$ cat src/hw/rtl/fhpr_pkg.sv
// ----------------------------------------------------------------------------
// fhpr_pkg
// Shared types and constants for the frame header / payload receiver.
// ----------------------------------------------------------------------------
`default_nettype none

package fhpr_pkg;

    localparam int unsigned STORE_DEPTH = 256;
    localparam int unsigned IDX_W       = $clog2(STORE_DEPTH);
    localparam logic [15:0] LENGTH_BIAS = 16'd4;

    typedef enum logic [1:0] {
        EV_HEADER = 2'd0,
        EV_STORED = 2'd1,
        EV_DONE   = 2'd2
    } t_event_kind;

    // position of a byte within the eight byte header
    typedef enum logic [2:0] {
        HDR_TYPE    = 3'd0,
        HDR_FLAGS   = 3'd1,
        HDR_LEN_LO  = 3'd2,
        HDR_LEN_HI  = 3'd3,
        HDR_HCRC_LO = 3'd4,
        HDR_HCRC_HI = 3'd5,
        HDR_PCRC_LO = 3'd6,
        HDR_PCRC_HI = 3'd7
    } t_hdr_pos;

    typedef struct packed {
        t_event_kind event_kind;
        logic [7:0]  payload_byte;
        logic [7:0]  payload_index;
        logic        process_request;
        logic        comm_detected;
        logic [7:0]  msg_type;
        logic [7:0]  msg_flags;
        logic [15:0] body_length;
        logic [15:0] header_crc;
        logic [15:0] payload_crc;
    } t_event;

endpackage

`default_nettype wire

$ cat src/hw/rtl/fhpr_core.sv
// ----------------------------------------------------------------------------
// fhpr_core
// Frame state: header capture, payload write index and completion check.
// ----------------------------------------------------------------------------
`default_nettype none

module fhpr_core
    import fhpr_pkg::*;
(
    input  wire logic   i_clk,
    input  wire logic   i_rst_n,
    input  wire logic   i_take,
    input  wire logic [7:0] i_rx_byte,
    input  wire logic   i_init_mode,
    output t_event      o_event
);

    logic             r_in_body,   n_in_body;
    t_hdr_pos         r_hdr_pos,   n_hdr_pos;
    logic [7:0]       r_type,      n_type;
    logic [7:0]       r_flags,     n_flags;
    logic [15:0]      r_length,    n_length;
    logic [15:0]      r_hcrc,      n_hcrc;
    logic [15:0]      r_pcrc,      n_pcrc;
    logic [IDX_W-1:0] r_body_idx,  n_body_idx;

    logic [IDX_W-1:0] idx_next;
    logic [15:0]      idx_next16;
    logic [15:0]      pos16;
    logic             done;

    always_comb begin
        // write index wraps at the store depth
        if (r_body_idx == IDX_W'(STORE_DEPTH - 1)) begin
            idx_next = '0;
        end else begin
            idx_next = r_body_idx + IDX_W'(1);
        end
        idx_next16 = 16'(idx_next);
        pos16      = 16'(r_body_idx);
        // odd lengths take one pad byte
        done = (idx_next16 > r_length) ||
               ((idx_next16 == r_length) && !r_length[0]);
    end

    always_comb begin
        n_in_body  = r_in_body;
        n_hdr_pos  = r_hdr_pos;
        n_type     = r_type;
        n_flags    = r_flags;
        n_length   = r_length;
        n_hcrc     = r_hcrc;
        n_pcrc     = r_pcrc;
        n_body_idx = r_body_idx;

        o_event.event_kind      = EV_HEADER;
        o_event.payload_byte    = 8'd0;
        o_event.payload_index   = 8'd0;
        o_event.process_request = 1'b0;
        o_event.comm_detected   = 1'b0;

        if (!r_in_body) begin
            n_hdr_pos = t_hdr_pos'(r_hdr_pos + 3'd1);
            unique case (r_hdr_pos)
                HDR_TYPE:    n_type   = i_rx_byte;
                HDR_FLAGS:   n_flags  = i_rx_byte;
                HDR_LEN_LO:  n_length = {8'd0, i_rx_byte};
                HDR_LEN_HI:  n_length = {i_rx_byte, r_length[7:0]} - LENGTH_BIAS;
                HDR_HCRC_LO: n_hcrc   = {8'd0, i_rx_byte};
                HDR_HCRC_HI: n_hcrc   = {i_rx_byte, r_hcrc[7:0]};
                HDR_PCRC_LO: n_pcrc   = {8'd0, i_rx_byte};
                HDR_PCRC_HI: begin
                    n_pcrc     = {i_rx_byte, r_pcrc[7:0]};
                    n_in_body  = 1'b1;
                    n_body_idx = '0;
                end
                default: n_type = r_type;
            endcase
        end else begin
            o_event.event_kind    = EV_STORED;
            o_event.payload_byte  = i_rx_byte;
            o_event.payload_index = pos16[7:0];
            n_body_idx            = idx_next;
            if (done) begin
                o_event.event_kind      = EV_DONE;
                o_event.process_request = i_init_mode;
                o_event.comm_detected   = !i_init_mode;
                n_in_body               = 1'b0;
                n_hdr_pos               = HDR_TYPE;
                n_body_idx              = '0;
            end
        end

        // header fields as they stand after this byte
        o_event.msg_type    = n_type;
        o_event.msg_flags   = n_flags;
        o_event.body_length = n_length;
        o_event.header_crc  = n_hcrc;
        o_event.payload_crc = n_pcrc;
    end

    always_ff @(posedge i_clk) begin
        if (!i_rst_n) begin
            r_in_body  <= 1'b0;
            r_hdr_pos  <= HDR_TYPE;
            r_type     <= 8'd0;
            r_flags    <= 8'd0;
            r_length   <= 16'd0;
            r_hcrc     <= 16'd0;
            r_pcrc     <= 16'd0;
            r_body_idx <= '0;
        end else if (i_take) begin
            r_in_body  <= n_in_body;
            r_hdr_pos  <= n_hdr_pos;
            r_type     <= n_type;
            r_flags    <= n_flags;
            r_length   <= n_length;
            r_hcrc     <= n_hcrc;
            r_pcrc     <= n_pcrc;
            r_body_idx <= n_body_idx;
        end
    end

endmodule

`default_nettype wire

$ cat config.mk
export PLATFORM = sky130hd
export DESIGN_NAME = fhpr_core
export DESIGN_NICKNAME = d
export VERILOG_FILES = /design/src/hw/rtl/fhpr_pkg.sv /design/src/hw/rtl/fhpr_core.sv
export SDC_FILE = /design/constraint.sdc
export NUM_CORES = 1
export LEC_CHECK = 0
export ABC_AREA = 1
export BUFFER_PORTS_ARGS = -buffer_cell sky130_fd_sc_hd__buf_2
export CAP_MARGIN = 20
export CORE_MARGIN = 8
export CORE_UTILIZATION = 45
export DETAILED_ROUTE_END_ITERATION = 7
export PLACE_DENSITY = 0.68
export SETUP_SLACK_MARGIN = 0.5
export SLEW_MARGIN = 0
export SYNTH_ARGS = -nofsm -noshare
export SYNTH_HDL_FRONTEND = slang
export SYNTH_SLANG_ARGS = --single-unit
$ cat constraint.sdc
create_clock -name i_clk -period 3.55 [get_ports i_clk]
set_input_delay 0.5325 -clock i_clk [delete_from_list [all_inputs] [get_ports i_clk]]
set_output_delay 0.5325 -clock i_clk [all_outputs]
set_load 0.1 [all_outputs]
; ---- After elaboration in Yosys (flattened, before gate mapping)
; Index checks and enable logic that the tools add are counted.
[word_totals]
word_cells = 52
out_inout_bits = 84
inputBits = 12
ff_bits = 76
[op_classes]
n_addsub = 3
order_cmp = 1
n_eq_ne = 10
n_reduce_logical = 8
mux = 22
[op_table]
columns = op, count
row1 = one-hot mux 16 bit (2 select lines), 3
row2 = two-way mux 8 bit, 8
row3 = two-way mux 16 bit, 3
row4 = two-way mux 20 bit, 1
row5 = equality test 8 x 16 -> 1 bit, 1
row6 = greater-than comparator 8 x 16 -> 1 bit, 1
row7 = "subtractor 16 x 3 -> 16 bit, second input constant", 1
row8 = "equality test 3 bit, second input constant", 4
row9 = "adder 8 x 1 -> 8 bit, second input constant", 1
row10 = "equality test 8 bit, second input constant", 1
row11 = "equality test 3 x 2 -> 1 bit, second input constant", 2
row12 = two-way mux 3 bit, 2
row13 = two-way mux 2 bit, 2
row14 = AND reduction 2 bit, 2
row15 = "adder 3 x 1 -> 3 bit, second input constant", 1
row16 = "equality test 3 x 1 -> 1 bit, second input constant", 1
row17 = logical NOT 3 bit, 1
row18 = two-way mux 1 bit, 3
row19 = logical NOT 1 bit, 2
row20 = "!= test 2 x 1 -> 1 bit, second input constant", 1
row21 = nonzero test 2 bit, 1
row22 = logical AND 1 bit, 1
row23 = logical OR 1 bit, 1

; ---- Logic depth before layout (Yosys ltp)
; Gate-level depths: netlist (run 1).
[depth]
ltp_word = 7
mapped_depth = 18
ltp_nobuf = 18

; ---- Least setup slack after synthesis (run 1)
; OpenSTA, ideal clock, no wires.
[synth_path]
path_type = reg-to-output
startpoint = register r_body_idx[0]
endpoint = output o_event[65] (netlist bit)
arrival_time_ps = 3914
path_slack_ps = -897
required_ps = 3017
n_path_buf = 0
path_stages_with_launch = 15
cell_sequence = dfxtp_1 ha_1 nand3_1 nand3b_1 xor2_1 inv_1 ha_1 nand2_1 inv_1 nand2_1 nor2_1 nor2_1 nand2_1 nand2_2 nor3b_1
[synth_rtl]
columns = element, line
row1 = from (decl), fhpr_core.sv:25  ; logic [IDX_W-1:0] r_body_idx, n_body_idx;
row2 = from (signal assigned), fhpr_core.sv:120  ; r_body_idx <= n_body_idx;
row3 = to (decl), fhpr_core.sv:15  ; output t_event o_event

==> key figures, run 1 <==
Timing
  – Normalized max-slew margin: roughly 56%
  – Final Max Tran Viols: 0
  – Setup slack after layout: around 0.46 ns
  – Maximum clock rate: approximately 0.32 GHz
  – Total negative slack: 0 ns
  – Setup Skew: 0.00636 ns
  – Final hold violations: 0
  – Worst-Margin Slew: 0.662 ns
  – Final setup vio count: 0
  – Post-route clock period utilization: 87.0%
  – RSZ-0062 raised after global routing: true
  – Fin crit period: 3.09 ns

Synthesis
  – Mapped cell area: around 4600 um2
  – Syn avg cell area: 6.53 um2
  – Syn_nets: 739
  – Synth area leader: dfxtp_1
  – Register area share after synthesis: ~33%
  – Share of the synthesized area in the top cell type: 32.8%
  – Synth cell types: 35
  – Syn Inst Count: 711
  – Flops & latches, synth: 76
  – Ys Warns: 0
  – Leading post-synthesis cells by cell area: dfxtp_1, inv_1, nand2_1

Min path
  – Worst min path class: in2reg
  – Hold path endpoint: r_body_idx[3]
  – Hold Path Origin: i_rst_n
  – WHS Path Cells: 3

Setup path
  – Register-to-Register Path Depth: 16
  – Setup crit end kind: output port
  – Reg-to-reg startpoint: r_body_idx[0]
  – Slowest stage cell on the critical path: dfxtp_4
  – CP dominant cell by count: nor2_1
  – Worst setup SP type: register
  – Critical path fanouts, max: 5
  – Reg-to-Reg End: r_body_idx[3]
  – Flop2flop setup slack: 1.13 ns
  – Critical Path AT: 2.55 ns
  – Crit path kind: reg2out
  – Critical Path, Cell by Cell: ha_4 -> nand3_4 -> nor2_2 -> nor2_1 -> ha_1 -> nand2_4 -> inv_2 -> nand2_1 -> nor2_1 -> nor2_1 -> nand2_1 -> nand2_4 -> nor3b_4 -> buf_12
  – CP delay by family, top: simple AND/OR/NAND/NOR gates
  – CP bufs+invs: 2
  – Data required, critical path: about 3.0 ns
  – Worst Setup SP: r_body_idx[0]
  – Slowest stage delay, CP: 0.39 ns

Global route
  – Largest net degree at the start of global routing: 76
  – Gr ovfl total: 0
  – Gr usage total: 20.5%
  – Vias in the first global route: roughly 4,600
  – Antenna violations before repair: 0
  – First-pass GRT wire length: 23,500 um

Detailed routing
  – Post-DRT Antenna Nets: 0
  – Via/cell ratio: 5.19
  – First-pass DRT Iterations: 5
  – Routed len/inst: 15.3 um
  – Drt drc: 0
  – Vias: 4,864
  – Initial drt markers: 307
  – Routed WL: 14,300 um

Finish
  – Layout cells sized above 1: a little under a quarter
  – FILL cells: 1,020
  – Ant diodes: 0
  – Most frequent cells in the layout: inv_1, nand2_1, buf_2
  – Commonest non-fill, non-tap cell in the layout: inv_1
  – Post-Route Utilization: approximately 56%
  – Area grow syn2layout: 22.3%
  – Final Cell Area: 5680 um2
  – Final #Nets: 825

Place
  – Placement Setup Slack: about 0.33 ns
  – Routability congestion estimate: 0.943
  – # port buffers: 95
  – HPWL Detailed: 10,200 um
  – Placed Area: 5270 um2

Power and ir drop
  – Final Total Pwr: about 0.0025 W
  – Seq pwr share: about 37%
  – Sw frac: 44.3%
  – Leakage: 3.13 nW
  – Switching power: 0.00110 W
  – Clk pwr share: 26.3%
  – Comb power frac: 36.5%
  – P_int: 0.00139 W
  – Max IR drop VDD: about 0.22 mV
  – Power per cell area: between 400 and 500 nW/um2

Run
  – Max-Cap Viols: 0

CTS
  – Clock Sinks: between 70 and 80
  – CTS tree: built
  – Worst-path clk slew: roughly 0.08 ns
  – Post-cts hold buffer count: 0
  – H-tree depth: 3
  – Worst skew pair latency: approximately 0.36 ns
  – Maximum buffer depth of the clock tree: 2
  – Clock buffer count from CTS: 9
  – Clock tree root buffer cell: clkbuf_8

Floorplanning
  – # IOs: 96
  – Die Y: 118 um
  – Core area: 10,200 um2
  – Die area: roughly 14,000 um2
  – Row count: 37
  – Die X: 118 um
  – Initial Util: 45.6%

Outcome
  – Outcome: finished clean
[final cells by class]
cell class                      count  area, um2  area share, %
Clock buffer                       11        131           2.31
Timing Repair Buffer              105        648           11.4
Inverter                          162        613           10.8
Tap cell                          136        170           3.00
Sequential cell                    76       1540           27.1
Multi-Input combinational cell    443       2520           44.5
Clock inverter                      5       52.6          0.926
[cell families after synthesis]
logic type	count (synthesis)	share of synthesized area, %
and+or+nand+nor	216	20.5
AOI/OAI and AO/OA	203	24.6
buffers and inverters	192	16.4
DFF	76	32.8
adders and majority gates	16	4.31
xor gates and xnor gates	8	1.51
[through the flow]
stage	hold WS, ns	std cells
final	0.492	938
after global routing	0.505	938
after CTS	0.480	937
after detailed placement	0.514	917
after global placement	0.488	916
after floorplan	0.472	711
[how the worst max path moves through the flow]
stage                        to  slack, ns  cells past startpoint
global route        o_event[65]       0.33                     14
detailed placement  o_event[82]       0.33                     14
floorplan           o_event[65]       0.08                     14
CTS                 o_event[65]       0.44                     15
finish              o_event[65]       0.46                     14
global placement    o_event[82]       0.43                     16
[synth_stat cells]
| master | number |
|---|---|
| a21oi_1 | 61 |
| a21oi_4 | 3 |
| a22oi_1 | 1 |
| buf_1 | 1 |
| buf_2 | 11 |
| buf_4 | 2 |
| buf_6 | 2 |
| clkbuf_1 | 14 |
| dfxtp_1 | 76 |
| ha_1 | 16 |
| inv_1 | 153 |
| inv_2 | 8 |
| inv_4 | 1 |
| nand2_1 | 107 |
| nand2_2 | 6 |
| nand2_4 | 4 |
| nand3_1 | 16 |
| nand3b_1 | 1 |
| nand4_1 | 5 |
| nor2_1 | 68 |
| nor2_2 | 2 |
| nor2_8 | 1 |
| nor3_1 | 1 |
| nor3_4 | 2 |
| nor3b_1 | 2 |
| o21ai_0 | 68 |
| o21ai_1 | 26 |
| o21ai_2 | 1 |
| o21bai_1 | 2 |
| o221ai_1 | 1 |
| o221ai_2 | 3 |
| o22ai_1 | 37 |
| or2_1 | 1 |
| xnor2_1 | 2 |
| xor2_1 | 6 |
[sequential cells by signal, indices dropped and copies added, names as in the netlist]
| signal | cells |
|---|---|
| r_hcrc | 16 |
| r_length | 16 |
| r_pcrc | 16 |
| r_body_idx | 8 |
| r_flags | 8 |
| r_type | 8 |
| r_hdr_pos | 3 |
| r_in_body | 1 |
[tightest hold or removal path: stages]
cell and delay (ns):
buf_2 0.16, o21ai_0 0.08, a21oi_1 0.04
[routing by layer]
metal  wire length [um]  track usage [%]  up-vias
met5                  0                0        -
met4                326             8.57        0
met3                932             3.60       25
met2               6790             32.9      179
met1               6270             26.7     2224
li1                   -                -     2436
[power groups by stage]
stage               combinational (W)  clock, W  sequential (W)
detailed placement           0.000895         0        0.000948
global route                 0.000966  0.000705        0.000932
global placement             0.000881         0        0.000945
floorplan                    0.000749         0        0.000941
CTS                          0.000903  0.000666        0.000926
finish                       0.000910  0.000655        0.000926
[what timing repair did]
action / 4_1_cts / 5_1_grt
gates resized for setup: 26 / 26
setup endpoints to repair: 4 / 10
buffers inserted: 4 / 1
pin swaps: 9 / 7
No activity file was read; power rests on OpenSTA's default activity.
==> run 2, diff against run 1 <==
--- a/config.mk
+++ b/config.mk
@@ -11,7 +11,9 @@
 export CORE_MARGIN = 8
 export CORE_UTILIZATION = 45
 export DETAILED_ROUTE_END_ITERATION = 7
-export PLACE_DENSITY = 0.68
+export HOLD_SLACK_MARGIN = 0.05
+export MAX_ROUTING_LAYER = met4
+export PLACE_DENSITY = 0.65
 export SETUP_SLACK_MARGIN = 0.5
 export SLEW_MARGIN = 0
 export SYNTH_ARGS = -nofsm -noshare
==> key figures, run 2 (synthesis gave the netlist of run 1 again) <==
Place
  – Routability congestion estimate: 0.911 (was 0.943)
  – Placement Setup Slack: 0.340 ns (was 0.325 ns)
  – # port buffers: 95 (unchanged)
  – HPWL Detailed: 10,200 um (about the same)

Finish
  – Ant diodes: 0 (unchanged)
  – Most frequent cells in the layout: inv_1, nand2_1, buf_2 (unchanged)
  – Layout cells sized above 1: 22.9% (was 22.6%)
  – Top Registers: r_hcrc: 16 flops, r_length: 16 flops, r_pcrc: 16 flops (unchanged)
  – Post-Route Utilization: 55.6% (was 55.7%)
  – Area grow syn2layout: 22.1% (was 22.3%)
  – Final #Nets: 827 (was 825)
  – FILL cells: 1,002 (was 1,020)
  – Commonest non-fill, non-tap cell in the layout: inv_1 (unchanged)

Detailed routing
  – Via/cell ratio: 5.12 (was 5.19)
  – Routed len/inst: 15.0 um (was 15.3 um)
  – First-pass DRT Iterations: 5 (unchanged)
  – Routed WL: 14,100 um (was 14,300 um)
  – Initial drt markers: 370 (was 307)
  – Post-DRT Antenna Nets: 0 (unchanged)
  – Drt drc: 0 (unchanged)
  – Vias: 4,816 (was 4,864)

Timing
  – Setup Skew: 0.0118 ns (was 0.00636 ns)
  – RSZ-0062 raised after global routing: true (unchanged)
  – Worst-Margin Slew: 0.749 ns (was 0.662 ns)
  – Final setup vio count: 0 (unchanged)
  – Post-route clock period utilization: 86.9% (was 87.0%)
  – Fin crit period: 3.08 ns (was 3.09 ns)
  – Final hold violations: 0 (unchanged)
  – Setup slack after layout: 0.465 ns (was 0.463 ns)
  – Normalized max-slew margin: 50.0% (was 55.8%)
  – Final Max Tran Viols: 0 (unchanged)
  – Maximum clock rate: 0.324 GHz (about the same)
  – Total negative slack: 0 ns (unchanged)

Floorplanning
  – # IOs: 96 (unchanged)
  – Die X: 118 um (unchanged)
  – Initial Util: 45.6% (unchanged)
  – Die area: 13,800 um2 (unchanged)
  – Core area: 10,200 um2 (unchanged)
  – Row count: 37 (unchanged)
  – Die Y: 118 um (unchanged)

CTS
  – H-tree depth: 3 (unchanged)
  – Clock buffer count from CTS: 9 (unchanged)
  – Worst-path clk slew: 0.08 ns (about the same)
  – Post-cts hold buffer count: 0 (unchanged)
  – Maximum buffer depth of the clock tree: 2 (unchanged)
  – CTS tree: built (unchanged)
  – Worst skew pair latency: 0.35 ns (was 0.36 ns)
  – Clock tree root buffer cell: clkbuf_8 (unchanged)
  – Clock Sinks: 76 (unchanged)

Min path
  – WHS Path Cells: 3 (unchanged)
  – Hold Path Origin: i_rst_n (unchanged)
  – Worst min path class: in2reg (unchanged)
  – Hold path endpoint: r_body_idx[3] (unchanged)

Run
  – Max-Cap Viols: 0 (unchanged)

Global route
  – Antenna violations before repair: 0 (unchanged)
  – Gr ovfl total: 0 (unchanged)
  – First-pass GRT wire length: 23,100 um (was 23,500 um)
  – Largest net degree at the start of global routing: 74 (was 76)
  – Gr usage total: 20.8% (was 20.5%)
  – Vias in the first global route: 4,601 (was 4,647)

Setup path
  – Critical Path AT: 2.55 ns (about the same)
  – Critical path fanouts, max: 5 (unchanged)
  – Reg-to-reg startpoint: r_body_idx[0] (unchanged)
  – Critical Path, Cell by Cell: inv_1 -> nor2_2 -> buf_4 -> buf_4 -> nor3b_2 -> ha_1 -> nand2_1 -> nor2_1 -> nand3_1 -> nand2_1 -> inv_1 -> nand2_4 -> nor3b_4 -> buf_12 (was ha_4 -> nand3_4 -> nor2_2 -> nor2_1 -> ha_1 -> nand2_4 -> inv_2 -> nand2_1 -> nor2_1 -> nor2_1 -> nand2_1 -> nand2_4 -> nor3b_4 -> buf_12)
  – Register-to-Register Path Depth: 17 (was 16)
  – Slowest stage delay, CP: 0.37 ns (was 0.39 ns)
  – Slowest stage cell on the critical path: dfxtp_4 (unchanged)
  – Setup crit end kind: output port (unchanged)
  – Worst setup SP type: register (unchanged)
  – Crit path kind: reg2out (unchanged)
  – Data required, critical path: 3.02 ns (about the same)
  – Flop2flop setup slack: 1.20 ns (was 1.13 ns)
  – Reg-to-Reg End: r_body_idx[7] (was r_body_idx[3])

Power and ir drop
  – Switching power: 0.00110 W (about the same)
  – Sw frac: 43.6% (was 44.3%)
  – Clk pwr share: 27.4% (was 26.3%)
  – Max IR drop VDD: 0.238 mV (was 0.220 mV)
  – P_int: 0.00142 W (was 0.00139 W)
  – Comb power frac: 35.9% (was 36.5%)
  – Seq pwr share: 36.7% (was 37.2%)
  – Power per cell area: 445 nW/um2 (was 439 nW/um2)
  – Leakage: 3.14 nW (was 3.13 nW)

Outcome
  – Outcome: finished clean (unchanged)
[run 2: changes by cell type in the layout (fill, tap and decap cells not counted), sizes merged]
| cell | delta |
|---|---|
| buf | +2 |
| clkbuf | +1 |
| clkinv | -1 |
[run 2: per-layer routing]
layer / wire, um / global-route usage [%]
met5: 0 / -
met1: 6350 / 25.2
met3: 793 / 4.27
met4: 410 / 8.81
met2: 6570 / 32.8
[run 2: power groups by stage]
stage	Combinational (W)	Clock (W)	Sequential, W
2_1_floorplan	0.000749	0	0.000941
3_3_place_gp	0.000882	0	0.000946
3_5_place_dp	0.000892	0	0.000948
4_1_cts	0.000898	0.000713	0.000926
5_1_grt	0.000958	0.000749	0.000930
6_report	0.000904	0.000691	0.000925
[run 2: stage by stage]
| step | total power (W) | cell area [um2] | cells | hold WS [ns] |
|---|---|---|---|---|
| finish | 0.00252 | 5670 | 940 | 0.499 |
| global route | 0.00264 | 5670 | 940 | 0.493 |
| CTS | 0.00254 | 5610 | 938 | 0.478 |
| detailed placement | 0.00184 | 5240 | 915 | 0.502 |
| global placement | 0.00183 | 5240 | 915 | 0.493 |
| floorplan | 0.00169 | 4710 | 711 | 0.472 |
[run 2: area by class of cell]
class	instances	area, um2	share of cell area (%)
repair buffers	107	642	11.3
clock inverters	4	47.5	0.839
well taps	136	170	3.00
clock buffers	12	155	2.74
flip-flops and latches	76	1540	27.2
inverters	162	613	10.8
multi-input cells	443	2500	44.1
[run 2: worst max-delay path, delay by kind of cell, from the launching register on]
family	cells	cell delay, ns
and+or+nand+nor	8	0.87
buffers and inverters	5	0.64
DFF	1	0.37
adders and majority gates	1	0.29
[run 2: worst max path at each step]
| stage | startpoint | end | slack, ns | cells past startpoint |
|---|---|---|---|---|
| floorplan | r_body_idx[0] | o_event[65] | 0.08 | 14 |
| global placement | r_body_idx[0] | o_event[82] | 0.43 | 16 |
| detailed placement | r_body_idx[0] | o_event[82] | 0.34 | 15 |
| CTS | r_body_idx[1] | o_event[65] | 0.44 | 15 |
| global route | r_body_idx[1] | o_event[65] | 0.30 | 15 |
| finish | r_body_idx[3] | o_event[65] | 0.47 | 14 |
[run 2: timing repair]
item                                    in CTS  in global routing
pin swaps                                   10                  8
setup buffers                                7                  2
gates resized for setup                     32                 16
endpoints found under the setup margin       4                 10
==> run 3, diff against run 2 <==
--- a/config.mk
+++ b/config.mk
@@ -5,16 +5,15 @@
 export SDC_FILE = /design/constraint.sdc
 export NUM_CORES = 1
 export LEC_CHECK = 0
-export ABC_AREA = 1
+export ABC_AREA = 0
 export BUFFER_PORTS_ARGS = -buffer_cell sky130_fd_sc_hd__buf_2
 export CAP_MARGIN = 20
 export CORE_MARGIN = 8
-export CORE_UTILIZATION = 45
+export CORE_UTILIZATION = 55
 export DETAILED_ROUTE_END_ITERATION = 7
 export HOLD_SLACK_MARGIN = 0.05
 export MAX_ROUTING_LAYER = met4
-export PLACE_DENSITY = 0.65
-export SETUP_SLACK_MARGIN = 0.5
+export PLACE_DENSITY = 0.78
 export SLEW_MARGIN = 0
 export SYNTH_ARGS = -nofsm -noshare
 export SYNTH_HDL_FRONTEND = slang
==> key figures, run 3 <==
Outcome
  – Outcome: finished clean (unchanged)

Timing
  – Final Max Tran Viols: 0 (unchanged)
  – Fin crit period: 3.49 ns (was 3.08 ns)
  – Normalized max-slew margin: 56.2% (was 50.0%)
  – Setup Skew: 0.0127 ns (was 0.0118 ns)
  – Total negative slack: 0 ns (unchanged)
  – Worst-Margin Slew: 0.650 ns (was 0.749 ns)
  – Final setup vio count: 0 (unchanged)
  – Final hold violations: 0 (unchanged)
  – Maximum clock rate: 0.286 GHz (was 0.324 GHz)
  – Post-route clock period utilization: 98.3% (was 86.9%)

Synthesis
  – Adder-cell share of the synthesized area: 4.56% (was 4.31%)
  – Syn_nets: 543 (was 739)
  – Post-synth EDFFs: 0 (unchanged)
  – Ys Warns: 0 (unchanged)
  – Syn Inst Count: 515 (was 711)
  – Syn avg cell area: 8.52 um2 (was 6.53 um2)
  – Mapped cell area: 4390 um2 (was 4640 um2)
  – Post-synthesis compound-gate area fraction: 22.9% (was 24.6%)
  – Synth Area in Simple Gates: 20.4% (was 20.5%)
  – Post-synth ARST share: 0% (unchanged)
  – Most used DFF post-synth: dfxtp_1 (unchanged)
  – Share of the synthesized area in the top cell type: 34.7% (was 32.8%)
  – Largest family of logic cells by synthesized area: compound AO/OA/AOI/OAI gates (unchanged)
  – Most frequent cell after synthesis: dfxtp_1 (was inv_1)
  – Post-synthesis mux area share: 10.0% (was 0%)
  – Synth area leader: dfxtp_1 (unchanged)
  – Post-synthesis xor/xnor area fraction: 2.20% (was 1.51%)
  – Flops & latches, synth: 76 (unchanged)
  – Synth cell count leaders: dfxtp_1, nor2_1, clkbuf_1 (was inv_1, nand2_1, dfxtp_1)
  – Leading post-synthesis cells by cell area: dfxtp_1, a22o_1, nor2_1 (was dfxtp_1, inv_1, nand2_1)
  – Register area share after synthesis: 34.7% (was 32.8%)
  – Synth cell types: 56 (was 35)

Floorplanning
  – # IOs: 96 (unchanged)
  – Row count: 32 (was 37)
  – Core area: 7730 um2 (was 10,200 um2)
  – Initial Util: 56.8% (was 45.6%)
  – Die Y: 105 um (was 118 um)
  – Die area: 11,100 um2 (was 13,800 um2)
  – Die X: 105 um (was 118 um)

Place
  – HPWL Detailed: 8670 um (was 10,200 um)
  – Routability congestion estimate: 0.902 (was 0.911)
  – # port buffers: 95 (unchanged)
  – Placed cell count: 671 (was 915)

Global route
  – Largest net degree at the start of global routing: 63 (was 74)
  – Gr ovfl total: 0 (unchanged)
  – Antenna violations before repair: 0 (unchanged)
  – First-pass GRT wire length: 20,200 um (was 23,100 um)
  – Vias in the first global route: 3,907 (was 4,601)
  – Gr usage total: 22.6% (was 20.8%)

CTS
  – Maximum buffer depth of the clock tree: 2 (unchanged)
  – H-tree depth: 3 (unchanged)
  – Clock Sinks: 76 (unchanged)
  – Clock tree root buffer cell: clkbuf_8 (unchanged)
  – Worst-path clk slew: 0.09 ns (was 0.08 ns)
  – Clock buffer count from CTS: 9 (unchanged)
  – CTS tree: built (unchanged)
  – Post-cts hold buffer count: 0 (unchanged)
  – Worst skew pair latency: 0.35 ns (about the same)

Finish
  – Top Registers: r_hcrc: 16 flops, r_length: 16 flops, r_pcrc: 16 flops (unchanged)
  – Post-Route Utilization: 69.3% (was 55.6%)
  – Ant diodes: 0 (unchanged)
  – Final #Nets: 617 (was 827)
  – Area grow syn2layout: 22.2% (was 22.1%)
  – Layout cells sized above 1: 30.0% (was 22.9%)
  – Finished Layout Cells: 696 (was 940)
  – Commonest non-fill, non-tap cell in the layout: buf_2 (was inv_1)
  – Most frequent cells in the layout: buf_2, nor2_1, dfxtp_1 (was inv_1, nand2_1, buf_2)

Detailed routing
  – First-pass DRT Iterations: 5 (unchanged)
  – Via/cell ratio: 5.98 (was 5.12)
  – Vias: 4,163 (was 4,816)
  – Initial drt markers: 254 (was 370)
  – Routed len/inst: 18.5 um (was 15.0 um)
  – Drt drc: 0 (unchanged)
  – Post-DRT Antenna Nets: 0 (unchanged)
  – Routed WL: 12,900 um (was 14,100 um)

Setup path
  – Critical Path, Cell by Cell: and3_4 -> and3_4 -> a31o_2 -> ha_4 -> nand2b_4 -> a2111oi_4 -> o31a_1 -> nor3_2 -> buf_4 -> and3_4 -> buf_12 (was inv_1 -> nor2_2 -> buf_4 -> buf_4 -> nor3b_2 -> ha_1 -> nand2_1 -> nor2_1 -> nand3_1 -> nand2_1 -> inv_1 -> nand2_4 -> nor3b_4 -> buf_12)
  – CP delay by family, top: simple AND/OR/NAND/NOR gates (unchanged)
  – Slowest stage delay, CP: 0.38 ns (was 0.37 ns)
  – CP bufs+invs: 2 (was 5)
  – Reg-to-reg startpoint: r_body_idx[2] (was r_body_idx[0])
  – CP dominant cell by count: and3_4
  – Slowest stage cell on the critical path: dfxtp_4 (unchanged)
  – Crit path kind: reg2out (unchanged)
  – Register-to-Register Path Depth: 11 (was 17)
  – Flop2flop setup slack: 0.60 ns (was 1.20 ns)
  – Worst Setup SP: r_body_idx[2] (was r_body_idx[3])
  – Critical Path AT: 2.96 ns (was 2.55 ns)
  – Data required, critical path: 3.02 ns (about the same)
  – Reg-to-Reg End: r_body_idx[6] (was r_body_idx[7])
  – Setup crit end kind: output port (unchanged)
  – Critical path fanouts, max: 6 (was 5)
  – Worst setup SP type: register (unchanged)

Power and ir drop
  – Leakage: 2.44 nW (was 3.14 nW)
  – Max IR drop VDD: 0.396 mV (was 0.238 mV)
  – Power per cell area: 455 nW/um2 (was 445 nW/um2)

Min path
  – Worst min path class: reg2reg (was in2reg)
  – Hold Path Origin: r_flags[7] (was i_rst_n)
  – WHS Path Cells: 2 (was 3)
  – Hold path endpoint: r_flags[7] (was r_body_idx[3])

Run
  – Max-Cap Viols: 0 (unchanged)
==> run 3: cell count changes after synthesis, moves of 27 or more <==
cell,previous run,this run
o21ai_0,68,13
nand2_1,107,25
o22ai_1,37,3
a21oi_1,61,18
a22o_1,0,38
inv_1,153,12
a22oi_1,1,28
==> run 3: worst max path at each step <==
stage          cells after the start           to
6_report                          11  o_event[65]
5_1_grt                           11  o_event[82]
3_5_place_dp                      11  o_event[64]
3_3_place_gp                      11  o_event[64]
2_1_floorplan                     11  o_event[64]
4_1_cts                           11  o_event[64]
==> run 3: what timing repair did <==
item / in CTS / in global routing
pin swaps: 2 / 5
buffers inserted: 0 / 8
endpoints found under the setup margin: 4 / 4
gates resized for setup: 9 / 13
==> run 3: cells by family after synthesis <==
group,count (synthesis)
buffers and inverters,60
and+or+nand+nor,176
xor gates and xnor gates,11
DFF,76
muxes,42
adders and majority gates,16
AOI/OAI and AO/OA,134
==> run 3: cell type report <==
class	instances	area, um2
Multi-Input combinational cell	379	2720
Inverter	13	48.8
Fill cell	642	2370
Tap cell	102	128
Clock inverter	6	136
Timing Repair Buffer	110	661
Clock buffer	10	128
Sequential cell	76	1540
==> run 3: power breakdown <==
part | switching (W) | internal, W | total [W]
combinational | 0.000515 | 0.000145 | 0.000660
clock | 0.000339 | 0.000540 | 0.000879
sequential | 0.0000222 | 0.000875 | 0.000897
==> run 3: per-stage QoR <==
step | power (W) | worst slack (ns) | hold WS [ns] | instance area, um2
final | 0.00244 | 0.0593 | 0.502 | 5360
after global routing | 0.00251 | -0.0661 | 0.529 | 5360
after CTS | 0.00243 | 0.0329 | 0.501 | 5220
after detailed placement | 0.00156 | 0.120 | 0.482 | 4920
after global placement | 0.00155 | 0.214 | 0.468 | 4920
after floorplan | 0.00146 | -0.233 | 0.456 | 4390
==> run 3: worst register-to-register path: stages, from the launching register on <==
cell and delay, ns:
dfxtp_4 0.38, and3_4 0.17, and3_4 0.20, a31o_2 0.27, ha_4 0.22, nand2b_4 0.14
a2111oi_4 0.38, buf_4 0.17, o311ai_2 0.13, a21oi_1 0.51, a21oi_1 0.14, o21ai_1 0.17
==> run 3: per-layer routing <==
metal / up-vias / track usage (%) / routed length [um]
li1: 1990 / - / -
met1: 1985 / 28.6 / 5780
met2: 174 / 35.8 / 6200
met3: 14 / 4.51 / 758
met4: 0 / 6.32 / 171
met5: - / - / 0
